**config.mk**
```make
export PLATFORM = sky130hd
export DESIGN_NAME = bnnt_lane
export DESIGN_NICKNAME = d
export VERILOG_FILES = /design/src/assert_macros.svh /design/src/bnnt_pkg.sv /design/src/bnnt_lane.sv
export SDC_FILE = /design/constraint.sdc
export NUM_CORES = 1
export LEC_CHECK = 0
export BUFFER_PORTS_ARGS = -buffer_cell sky130_fd_sc_hd__buf_2
export CORE_ASPECT_RATIO = 0.7
export CORE_MARGIN = 4
export CORE_UTILIZATION = 29
export CTS_BUF_LIST = sky130_fd_sc_hd__clkbuf_4 sky130_fd_sc_hd__clkbuf_8
export CTS_CLUSTER_SIZE = 12
export DETAILED_ROUTE_END_ITERATION = 8
export GPL_TIMING_DRIVEN = 0
export SYNTH_ARGS = -nofsm -noshare
export SYNTH_HDL_FRONTEND = slang
export SYNTH_SLANG_ARGS = --single-unit
```
**constraint.sdc**
```tcl
create_clock -name clk -period 7.3 [get_ports clk]
set_input_delay 0.365 -clock clk [delete_from_list [all_inputs] [get_ports clk]]
set_output_delay 0.365 -clock clk [all_outputs]
set_load 0.02 [all_outputs]
```
**src/assert_macros.svh**
```systemverilog
// Assertion macros shared by the tour block modules.
// Included by files that carry concurrent assertions; no other dependencies.
`ifndef ASSERT_MACROS_SVH
`define ASSERT_MACROS_SVH
`ifndef SYNTHESIS
`define ASSERT_IMPLIES(label, clk, rst_n, a, b) \
    label: assert property (@(posedge clk) disable iff (!rst_n) (a) |-> (b)) \
        else $error("assertion failed");
`define ASSERT_NEXT(label, clk, rst_n, a, b) \
    label: assert property (@(posedge clk) disable iff (!rst_n) (a) |=> (b)) \
        else $error("assertion failed");
`else
`define ASSERT_IMPLIES(label, clk, rst_n, a, b)
`define ASSERT_NEXT(label, clk, rst_n, a, b)
`endif
`endif

```
**src/bnnt_pkg.sv**
```systemverilog
// Package for the bitmap nearest-neighbor tour block.
// Holds payload structs, state enum and reset/size constants; no dependencies.
package bnnt_pkg;

    typedef struct packed {
        logic [7:0] bitmap_byte;
        logic       last_byte;
    } in_word_t;

    typedef struct packed {
        logic [7:0] point_x;
        logic [7:0] point_y;
        logic       last_point;
        logic       overflowed;
    } out_word_t;

    typedef enum logic [1:0] {
        ST_LOAD,
        ST_PIXEL,
        ST_SEARCH,
        ST_EMIT
    } state_t;

    localparam logic [8:0] ROW_WIDTH_RESET = 9'd16;
    localparam int unsigned PIXELS_PER_WORD = 8;

endpackage

```
**src/bnnt_lane.sv**
```systemverilog
// One search lane: squared distance from the current point to one stored point.
// Depends on bnnt_pkg only through the common import convention.
module bnnt_lane
    import bnnt_pkg::*;
#(
    parameter int COORD_BITS = 8
)
(
    input  logic                      clk,
    input  logic [COORD_BITS-1:0]     cur_x,
    input  logic [COORD_BITS-1:0]     cur_y,
    input  logic [COORD_BITS-1:0]     pt_x,
    input  logic [COORD_BITS-1:0]     pt_y,
    input  logic                      live,
    output logic                      live_q,
    output logic [2*COORD_BITS:0]     dist_sq
);
    logic [COORD_BITS-1:0]   dx;
    logic [COORD_BITS-1:0]   dy;
    logic [2*COORD_BITS-1:0] sq_x;
    logic [2*COORD_BITS-1:0] sq_y;
    logic [2*COORD_BITS:0]   dist_reg;
    logic                    live_reg;

    // form absolute differences
    assign dx = (cur_x > pt_x) ? cur_x - pt_x : pt_x - cur_x;
    assign dy = (cur_y > pt_y) ? cur_y - pt_y : pt_y - cur_y;

    // square at full product width
    assign sq_x = dx * dx;
    assign sq_y = dy * dy;

    // register the sum of squares
    always_ff @(posedge clk)
    begin
        dist_reg <= {1'b0, sq_x} + {1'b0, sq_y};
        live_reg <= live;
    end

    assign dist_sq = dist_reg;
    assign live_q  = live_reg;
endmodule

```
# [After elaboration in Yosys (flattened, before gate mapping)]
# Cells that the tools add are included.
[op_classes] n_addsub=5 multipliers=2 magnitude_cmp=2 n_mux=2
[ops] operator="8-bit by 8-bit multiplier with 16-bit output" count=2
[ops] operator="8-bit subtractor" count=4
[ops] operator="16-bit by 16-bit adder with 17-bit output" count=1
[ops] operator="8-bit > comparator" count=2
[ops] operator="8-bit two-way mux" count=2
[totals] regBits=18 in_bits=34 wordCells=13

# [Logic depth before layout (Yosys ltp)]
[logic_depth] word_depth=4 ltp_mapped=31

# [Worst setup path after synthesis]
# No wires, ideal clock.
[synth_timing] path_type="input-to-reg" from="input cur_y[0]" to="register dist_reg[16] (netlist: dist_sq[16])" t_arrival_ps=7016 required_time_ps=7228 slack_ps=211 cell_stages=27 path_buffers=0 path_cell_list="inv_1 > ha_1 > inv_1 > fa_1 > a21o_1 > a221oi_4 > o22ai_4 > mux2i_1 > xnor2_2 > inv_4 > or2_2 > fa_1 > inv_1 > fa_1 > fa_1 > fa_1 > fa_1 > inv_1 > fa_1 > inv_1 > ha_1 > a21o_1 > o32a_1 > a31oi_1 > o21ai_0 > a21oi_1 > xnor2_1"
[synth_via] elab_chain_cells=4
[synth_lines] item="start, declared" line="bnnt_lane.sv:11" source="input logic [COORD_BITS-1:0] cur_y,"
[synth_lines] item="8-bit subtractor or 8-bit > comparator (tied branches)" line="bnnt_lane.sv:27" source="assign dy = (cur_y > pt_y) ? cur_y - pt_y : pt_y - cur_y;"
[synth_lines] item="8-bit two-way mux (*)" line="bnnt_lane.sv:27"
[synth_lines] item="8-bit by 8-bit multiplier with 16-bit output (*)" line="bnnt_lane.sv:31" source="assign sq_y = dy * dy;"
[synth_lines] item="16-bit by 16-bit adder with 17-bit output (*)" line="bnnt_lane.sv:36" source="dist_reg <= {1'b0, sq_x} + {1'b0, sq_y};"
[synth_lines] item="end signal, assigned" line="bnnt_lane.sv:36"
[synth_lines] item="end, declared" line="bnnt_lane.sv:22" source="logic [2*COORD_BITS:0] dist_reg;"
# Every way passes the cells marked *; elsewhere a longest branch is shown, timed or not.

# [Worst setup path in the final report]
[layout_timing] from="input cur_y[0]" to="register dist_reg[14] (netlist: dist_sq[14])"
# The elaborated chain is that of the path after synthesis.

==> results_dict.tcl <==
set metrics [dict create \
    status "completed" \
    yosysWarnings 0 \
    io_buffer_count 51 \
    grt.overflow.total 0 \
    place_congestion 0.831 \
    numCtsBuffers 3 \
    layout.nets 869 \
    cts_tree "built" \
    ant_nets 0 \
    grt_first_pass_wirelength_mm 18.7 \
    critPathKind "input pin to flop" \
    die_area_um2 19800 \
    fin_util_pct 37.4 \
    hold_end "live_q$_DFF_P_" \
    tightest_slew_ps 596 \
    hold_violations 0 \
    drive_above_1_share_pct 25.8 \
    synth_edf_count 0 \
    crit_top_cell "fa_1" \
    synth.distinct_cells 47 \
    die_y_um 119 \
    antenna_found_initial 0 \
    drc_errors 0 \
    placed_area_um2 5650 \
    fmax_mhz 141 \
    area_growth_pct 26.0 \
    min_from "live" \
    synth_area_um2 5100 \
    vias_per_cell 4.34 \
    wl_mm 11.1 \
    path_max_fanout 7 \
    core.rowCount 40 \
    crit_start "cur_y[0]" \
    post-route-period-util_pct 96.8 \
    crit_family "adder cells" \
    max_cap_viol_count 0 \
    syn_avg_cell_area_um2 8.94 \
    drt-initial-drc-count 124 \
    synthCells 571 \
    syn-num-nets 769 \
    grt_util_all_layers_pct 11.2 \
    pin_count 52 \
    setup.worst_path.start_class "input pin" \
    start_util_pct 29.6 \
    hpwl_mm 9.18 \
    setup_viol 0 \
    cts_buffer_depth 2 \
    cp_data_required_time_ps 7510 \
    synth-seq-area-share_pct 7.06 \
    slew_viol_final 0 \
    via_count 3908 \
    clock-sinks 18 \
    synth-seq-cells 18 \
    grt_max_degree 11 \
    hp-class "input pin to flop" \
    die_x_um 167 \
    finalInstanceArea_um2 6430 \
    critPathBufInv 7 \
    wire_per_inst_um 12.3 \
    slowest_stage "fa_1" \
    cts_hold_buf 0 \
    first_pass_iters 4 \
    critPathMaxStageDelay_ps 560 \
    cts_max_level 1 \
    whs_ps 179 \
    synthFlopType "dfxtp_1" \
    crit_arrival_ps 7280 \
    core_area_um2 17200 \
    worstSetupEndpointType "flop" \
    final.min_clock_period_ps 7070 \
    synthArstFlopShare_pct 0 \
    relSlewSlack_pct 60.2 \
    diodes 0 \
    cts.clk_slew.worst_paths_ps 80 \
    grt_pass1_vias 3865 \
    whs_path_depth 1 \
    cts_root_buf "clkbuf_8" \
]
[synth_stat cells (all sizes together) (4+ instances only)]
cell	instances	share of area [%]
inv	153	11
mux2i	11	2.2
nor3	4	0.49
nand2	23	1.7
a211oi	4	0.59
or2	6	0.74
a21o	15	2.2
nand3	4	0.39
fa	80	31
a31oi	5	0.61
o21ai	13	1.3
nor2	50	3.8
xor2	9	1.5
a21oi	25	2.5
nand2b	7	0.86
o21bai	8	1.2
xnor2	22	4.5
buf	7	0.93
dfxtp	18	7.1
ha	84	21
[routing by layer]
metal,global-route usage [%],vias up,wire length [um],part of all wire (%)
li1,-,1972,-,-
met1,17.5,1869,5630,51
met2,16.2,64,4790,43
met3,2.92,3,643,5.8
met4,0.715,0,28,0.25
met5,0,-,0,0
[final cells by class]
type	count	area, um^2
fill	1783	10800
timing repair buffer	95	643
tap	231	289
multi-input combinational	392	4440
sequential	18	360
clock buffer	4	55.1
buffer	8	62.6
inverter	153	581
[registers in the layout, summed over array words and instances, names as in the netlist]
| register | cells |
|---|---|
| dist_sq | 17 |
| live_q | 1 |
[kinds of logic (layout without fill, tap and decap cells)]
kind of cell	Yosys count	in the layout	share of synthesized area, %
adders and majority gates	164	164	52.0
buffers and inverters	161	260	12.3
and+or+nand+nor	101	101	8.97
AOI/OAI and AO/OA	85	85	11.4
xor gates and xnor gates	31	31	6.06
DFF	18	18	7.06
muxes	11	11	2.16
[how the worst max path moves through the flow]
| stage | endpoint | slack [ps] | cells after the start |
|---|---|---|---|
| 2_1_floorplan | dist_sq[16]$_DFF_P_ | 210 | 27 |
| 3_3_place_gp | dist_sq[15]$_DFF_P_ | -920 | 29 |
| 3_5_place_dp | dist_sq[15]$_DFF_P_ | -910 | 29 |
| 4_1_cts | dist_sq[16]$_DFF_P_ | 2 | 28 |
| 5_1_grt | dist_sq[15]$_DFF_P_ | -30 | 29 |
| 6_report | dist_sq[14]$_DFF_P_ | 230 | 28 |
[timing repair]
action,CTS,global route
buffers inserted,19,26
setup endpoints to repair,6,6
gates resized for setup,29,43
pin swaps,18,36
[cell usage in the layout (no fill, tap or decap), types with 5 or more instances in the layout]
cell type,instances
a21o_1,14
a21oi_1,21
buf_2,52
buf_4,41
dfxtp_1,18
fa_1,77
ha_1,79
inv_1,144
inv_2,7
mux2i_4,5
nand2_1,22
nand2b_1,6
nor2_1,46
o21ai_0,8
o21bai_1,8
xnor2_1,14
xnor2_2,7
xor2_1,7
[per-stage QoR]
stage | worst slack, ps | std cells | setup TNS [ps]
6_report | 232 | 901 | 0
5_1_grt | -34.9 | 901 | -102
4_1_cts | 2.26 | 876 | 0
3_5_place_dp | -912 | 853 | -5050
3_3_place_gp | -924 | 853 | -5140
2_1_floorplan | 211 | 571 | 0
Power is left out: the tool's default activity adds up to more than one toggle a clock period on the data nets, which glitch-free logic cannot reach.
