==> src/assert_macros.svh <==
// Assertion macros shared by the tour block modules.
// Included by files that carry concurrent assertions; no other dependencies.
`ifndef ASSERT_MACROS_SVH
`define ASSERT_MACROS_SVH
`ifndef SYNTHESIS
`define ASSERT_IMPLIES(label, clk, rst_n, a, b) \
    label: assert property (@(posedge clk) disable iff (!rst_n) (a) |-> (b)) \
        else $error("assertion failed");
`define ASSERT_NEXT(label, clk, rst_n, a, b) \
    label: assert property (@(posedge clk) disable iff (!rst_n) (a) |=> (b)) \
        else $error("assertion failed");
`else
`define ASSERT_IMPLIES(label, clk, rst_n, a, b)
`define ASSERT_NEXT(label, clk, rst_n, a, b)
`endif
`endif

==> src/bnnt_pkg.sv <==
// Package for the bitmap nearest-neighbor tour block.
// Holds payload structs, state enum and reset/size constants; no dependencies.
package bnnt_pkg;

    typedef struct packed {
        logic [7:0] bitmap_byte;
        logic       last_byte;
    } in_word_t;

    typedef struct packed {
        logic [7:0] point_x;
        logic [7:0] point_y;
        logic       last_point;
        logic       overflowed;
    } out_word_t;

    typedef enum logic [1:0] {
        ST_LOAD,
        ST_PIXEL,
        ST_SEARCH,
        ST_EMIT
    } state_t;

    localparam logic [8:0] ROW_WIDTH_RESET = 9'd16;
    localparam int unsigned PIXELS_PER_WORD = 8;

endpackage

==> src/bnnt_merge.sv <==
// Merge stage: picks the lowest-index lane holding the minimum distance.
// Depends on bnnt_pkg; combines registered lane outputs.
module bnnt_merge
    import bnnt_pkg::*;
#(
    parameter int MAX_POINTS = 32,
    parameter int COORD_BITS = 8
)
(
    input  logic [MAX_POINTS-1:0]                     live,
    input  logic [MAX_POINTS-1:0][2*COORD_BITS:0]     dist_sq,
    output logic                                      found,
    output logic [$clog2(MAX_POINTS)-1:0]             best
);
    localparam int IDX_BITS = $clog2(MAX_POINTS);
    localparam int LEAVES   = 1 << IDX_BITS;

    logic [2*LEAVES-1:1]                 node_live;
    logic [2*LEAVES-1:1][2*COORD_BITS:0] node_d;
    logic [2*LEAVES-1:1][IDX_BITS-1:0]   node_idx;
    logic                                take_right;

    // reduce lanes pairwise; the left (lower index) side wins ties
    always_comb
    begin
        node_live  = '0;
        node_d     = '0;
        node_idx   = '0;
        take_right = 1'b0;
        for (int i = 0; i < MAX_POINTS; i++)
        begin
            node_live[LEAVES+i] = live[i];
            node_d[LEAVES+i]    = dist_sq[i];
        end
        for (int i = 0; i < LEAVES; i++)
            node_idx[LEAVES+i] = IDX_BITS'(i);
        for (int n = LEAVES - 1; n >= 1; n--)
        begin
            take_right   = node_live[2*n+1]
                           && (!node_live[2*n] || node_d[2*n+1] < node_d[2*n]);
            node_live[n] = node_live[2*n] || node_live[2*n+1];
            node_d[n]    = take_right ? node_d[2*n+1] : node_d[2*n];
            node_idx[n]  = take_right ? node_idx[2*n+1] : node_idx[2*n];
        end
    end

    assign found = node_live[1];
    assign best  = node_idx[1];
endmodule

==> config.mk <==
export PLATFORM = sky130hd
export DESIGN_NAME = bnnt_merge
export DESIGN_NICKNAME = d
export VERILOG_FILES = /design/src/assert_macros.svh /design/src/bnnt_pkg.sv /design/src/bnnt_merge.sv
export SDC_FILE = /design/constraint.sdc
export NUM_CORES = 1
export LEC_CHECK = 0
export ABC_CLOCK_PERIOD_IN_PS = 60300
export BUFFER_PORTS_ARGS = -buffer_cell sky130_fd_sc_hd__buf_2
export CAP_MARGIN = 25
export CORE_MARGIN = 3
export CORE_UTILIZATION = 40
export DETAILED_ROUTE_END_ITERATION = 10
export PLACE_DENSITY = 0.61
export SYNTH_ARGS = -nofsm -noshare
export SYNTH_HDL_FRONTEND = slang
export SYNTH_SLANG_ARGS = --single-unit
export TNS_END_PERCENT = 30
==> constraint.sdc <==
create_clock -name vclk -period 60.3
set_input_delay 12.06 -clock vclk [all_inputs]
set_output_delay 12.06 -clock vclk [all_outputs]
set_load 0.03 [all_outputs]
**Yosys cells after proc, flatten, opt, wreduce, memory -nomap -nowiden**

Index checks and enable logic that the tools add are counted.

- Register bits after elaboration: 0
- Input port bits: 576
- Output and inout bits: 6
- Logic and storage cells: 216

- Magnitude comparators: 31
- Muxes and demuxes: 61
- Reduce and logical (&&, ||, !) cells: 124

Operators with widths:

| kind | number |
|---|---|
| 17-bit < comparator | 31 |
| 17-bit 2-to-1 mux | 30 |
| 1-bit logical OR | 62 |
| 1-bit logical AND | 31 |
| 1-bit logical NOT | 31 |
| 1-bit 2-to-1 mux | 16 |
| 2-bit 2-to-1 mux | 8 |
| 3-bit 2-to-1 mux | 4 |
| 4-bit 2-to-1 mux | 2 |
| 5-bit 2-to-1 mux | 1 |

**Depth between registers and ports, before layout**

- Depth after elaboration: 20
- Gate-level depth with buffers: 69
- Depth with buffers taken out: 62

**Worst setup path before layout**

Ideal clock, no wire load.

- Path kind: input to output
- Start: in dist_sq[524] in the netlist's numbering
- End: out best[2]
- Arrival time: 23.941 ns
- Required time: 48.240 ns
- Slack: 24.299 ns
- Cell stages on the path: 68
- Path buffers: 7
- Cell sequence: inv_1 -> ha_1 -> a21o_1 -> a211o_1 -> a211oi_1 -> o21a_1 -> nor2_1 -> a21boi_1 -> clkbuf_1 -> nor2_1 -> a21oi_1 -> inv_1 -> ha_1 -> a21o_1 -> a21o_1 -> a211oi_1 -> o21ai_0 -> a22oi_1 -> [... 32 more ...] -> buf_2 -> buf_4 -> mux2i_1 -> ha_1 -> a21o_1 -> a21o_1 -> a21o_1 -> a21o_1 -> a21o_1 -> a21o_1 -> a21o_1 -> a221o_1 -> a31oi_1 -> o21ai_0 -> a21oi_1 -> a21oi_2 -> inv_2 -> mux2i_1

- Word-level cells in the longest chain between the ends: 20
- Elaborated cells on any way between the ends: 22
- Classes of those cells: 5 x order compare; 7 x mux; 10 x reduce/logical

Ends and longest elaborated chain:

| item | line | RTL |
|---|---|---|
| start, declared | bnnt_merge.sv:11 | `input logic [MAX_POINTS-1:0][2*COORD_BITS:0] dist_sq,` |
| 17-bit < comparator | bnnt_merge.sv:40 | `&& (!node_live[2*n] \|\| node_d[2*n+1] < node_d[2*n]);` |
| 1-bit logical OR | bnnt_merge.sv:40 |  |
| 1-bit logical AND | bnnt_merge.sv:40 |  |
| 17-bit 2-to-1 mux (*) | bnnt_merge.sv:42 | `node_d[n] = take_right ? node_d[2*n+1] : node_d[2*n];` |
| 17-bit < comparator | bnnt_merge.sv:40 |  |
| 1-bit logical OR | bnnt_merge.sv:40 |  |
| 1-bit logical AND | bnnt_merge.sv:40 |  |
| 17-bit 2-to-1 mux (*) | bnnt_merge.sv:42 |  |
| [... 5 more ...] | -- |  |
| 1-bit logical OR | bnnt_merge.sv:40 |  |
| 1-bit logical AND | bnnt_merge.sv:40 |  |
| 17-bit 2-to-1 mux (*) | bnnt_merge.sv:42 |  |
| 17-bit < comparator (*) | bnnt_merge.sv:40 |  |
| 1-bit logical OR (*) | bnnt_merge.sv:40 |  |
| 1-bit logical AND (*) | bnnt_merge.sv:40 |  |
| named net take_right | bnnt_merge.sv:21 | `logic take_right;` |
| 5-bit 2-to-1 mux (*) | bnnt_merge.sv:43 | `node_idx[n] = take_right ? node_idx[2*n+1] : node_idx[2*n];` |
| end, declared | bnnt_merge.sv:13 | `output logic [$clog2(MAX_POINTS)-1:0] best` |

Mark *: on every way through the listed nets, which the timed path passes. The rest lies on a longest branch.

**Worst setup path after layout**

- Start: in dist_sq[10] in the netlist's numbering
- End: out best[0]

- Word-level cells in the longest chain between the ends: 20
- Elaborated cells on any way between the ends: 24
- Classes of those cells: 5 x order compare; 9 x mux; 10 x reduce/logical

Ends and longest elaborated chain:

| item | line |
|---|---|
| 17-bit < comparator | bnnt_merge.sv:40 |
| 1-bit logical OR | bnnt_merge.sv:40 |
| 1-bit logical AND | bnnt_merge.sv:40 |
| 17-bit 2-to-1 mux | bnnt_merge.sv:42 |
| 17-bit < comparator | bnnt_merge.sv:40 |
| 1-bit logical OR | bnnt_merge.sv:40 |
| 1-bit logical AND | bnnt_merge.sv:40 |
| 17-bit 2-to-1 mux | bnnt_merge.sv:42 |
| [... 4 more ...] | -- |
| 17-bit < comparator | bnnt_merge.sv:40 |
| 1-bit logical OR | bnnt_merge.sv:40 |
| 1-bit logical AND | bnnt_merge.sv:40 |
| 17-bit 2-to-1 mux | bnnt_merge.sv:42 |
| 17-bit < comparator | bnnt_merge.sv:40 |
| 1-bit logical OR | bnnt_merge.sv:40 |
| 1-bit logical AND | bnnt_merge.sv:40 |
| 5-bit 2-to-1 mux (*) | bnnt_merge.sv:43 |

Every way passes the cells marked *; elsewhere a longest branch is shown, timed or not.

==> metrics.yaml <==
logic_synthesis:
  ys_top_cells_by_count: "ha_1 (494), inv_1 (420), a21oi_1 (286)"
  yosysWarnings: 0
  synth_top_area_share_pct: 32.1
  synth_cell_types: 85
  syn_area_per_cell_um2: 6.99
  synthTopCellsByArea: "ha_1 (32%), mux2i_1 (12%), inv_1 (8.2%)"
  synth_most_common_cell: "ha_1"
  synth_nets: 3825
  synth_cells: 2755
  yosysSeqAreaShare_pct: 0
  synth_area_mm2: 0.0192
  yosysTopAreaCell: "ha_1"
floorplanning:
  die_w_um: 225
  die_h_um: 225
  ioPinCount: 582
  design.core.area_mm2: 0.0471
  start_util_pct: 40.9
  die-area_mm2: 0.0508
  num_rows: 79
finish:
  fill_cells: 4764
  fin_nets: 4360
  drive_gt1_share_pct: 21.3
  seq_area_um2: 0
  post-route-util_pct: 48.7
  seq_cell_count: 0
  fin_area_mm2: 0.0229
  finalNonFillerCells: 3901
  nClkBuffers: 0
  multi_input_area_mm2: 0.0174
  syn_to_final_growth_pct: 19.1
routing:
  wl_mm: 73.9
  wl_per_cell_um: 18.9
  drc: 0
  routed_via_density: 5.66
  drtAntennaViolNets: 0
  drt_iter0_drc: 1224
  route.vias.total: 22100
  firstDrtPassIters: 5
timing:
  maxSlewViolCount: 0
  fmax_mhz: 26.5
  finalSetupViolations: 0
  slew_headroom_pct: 32.0
  period_needed_ns: 37.72
  rsz0062_at_grt: "false"
  final.setup.worst_slack_ns: 22.58
  hold_violations: 0
  tightest_slew_ns: 1.02
  fin_setup_tns_ns: 0
  finalCritPeriodShare_pct: 62.6
  holdWs_ns: 24.91
setup_path:
  crit_path_end_kind: "output pin"
  crit_path_top_delay_cell: "a21oi_2"
  crit_start: "dist_sq[10]"
  timing.critical_path.buf_inv: 8
  critical_path_class: "in -> out"
  cp_data_arrival_time_ns: 25.66
  setup.worst_path.start_class: "input port"
  cpMostUsedCell: "a21o_1"
  required_ns: 48.24
  path_max_fanout: 33
  critPathTopFamily: "compound AO/OA/AOI/OAI gates"
  critPathMaxStageDelay_ns: 0.50
place:
  place_area_mm2: 0.0229
  io_buffers: 582
  gp_congestion: 0.951
  place_ws_ns: 22.72
  dp_hpwl_mm: 67.5
  post-place-cells: 3892
global_routing:
  grt_first_pass_wirelength_mm: 112
  grt_usage_pct: 27.2
  grt_start_max_net_pins: 35
  grt_pass1_vias: 21500
  antenna_found_initial: 6
  grt_overflow: 0
hold_path:
  hold_path.class: "in -> out"
  min_from: "live[26]"
pwr:
  power.density_mw_per_mm2: 23.6
  finalPower_mw: 0.541
  peakVddDrop_uv: 22.2
  power_leakage_nw: 13.5
status:
  status: "complete, no violations"
clock_tree:
  post_cts_buffers: 0
  ctsResizeCount: 0
  holdBufCountCts: 0
run:
  drv_cap: 0
## metal layers
metal	wire (um)	part of all wire, %	GRT usage [%]	vias up
li1	-	-	-	11100
met1	33200	45	35.9	10300
met2	35300	48	48.8	688
met3	3670	5.0	1.43	90
met4	1770	2.4	6.03	0
met5	0	0	0	-
## cells by family (layout without fill, tap and decap cells)
kind of cell | count (synthesis) | in the layout | share of synthesized area, %
adder cells (fa/ha/maj) | 494 | 494 | 32.1
AO/OA/AOI/OAI | 830 | 830 | 27.8
other | 0 | 6 | 0
multiplexers | 266 | 266 | 14.1
AND/OR/NAND/NOR | 670 | 670 | 16.1
buffers and inverters | 495 | 1028 | 9.86
## layout by cell type (no fill, tap or decap), drive strengths merged, types with 24 or more instances in the layout
cell and instances:
buf 607, ha 494, inv 421, a21oi 289, nor2 230, mux2i 225
nand2 205, o21ai 165, a21o 133, nand4 66, o21a 43, mux2 41
nor3 30, a211oi 30, nand3 26, o211ai 24
## worst paths after layout
check	end	depth (start not counted)
max	best[0]	62
min	found	6
## report_power, final
group | switching, mW | internal [mW] | leakage (nW)
Combinational | 0.322 | 0.220 | 13.5
Clock | 0 | 0.0000000133 | 0.0000380
Sequential | 0 | 0 | 0
## final cells by class
cell class	instances	share of cell area [%]
diodes	6	0.0655
inverters	421	6.89
repair buffers	607	13.8
multi-input cells	2260	76.0
well taps	607	3.31
No activity file was read; power rests on OpenSTA's default activity.
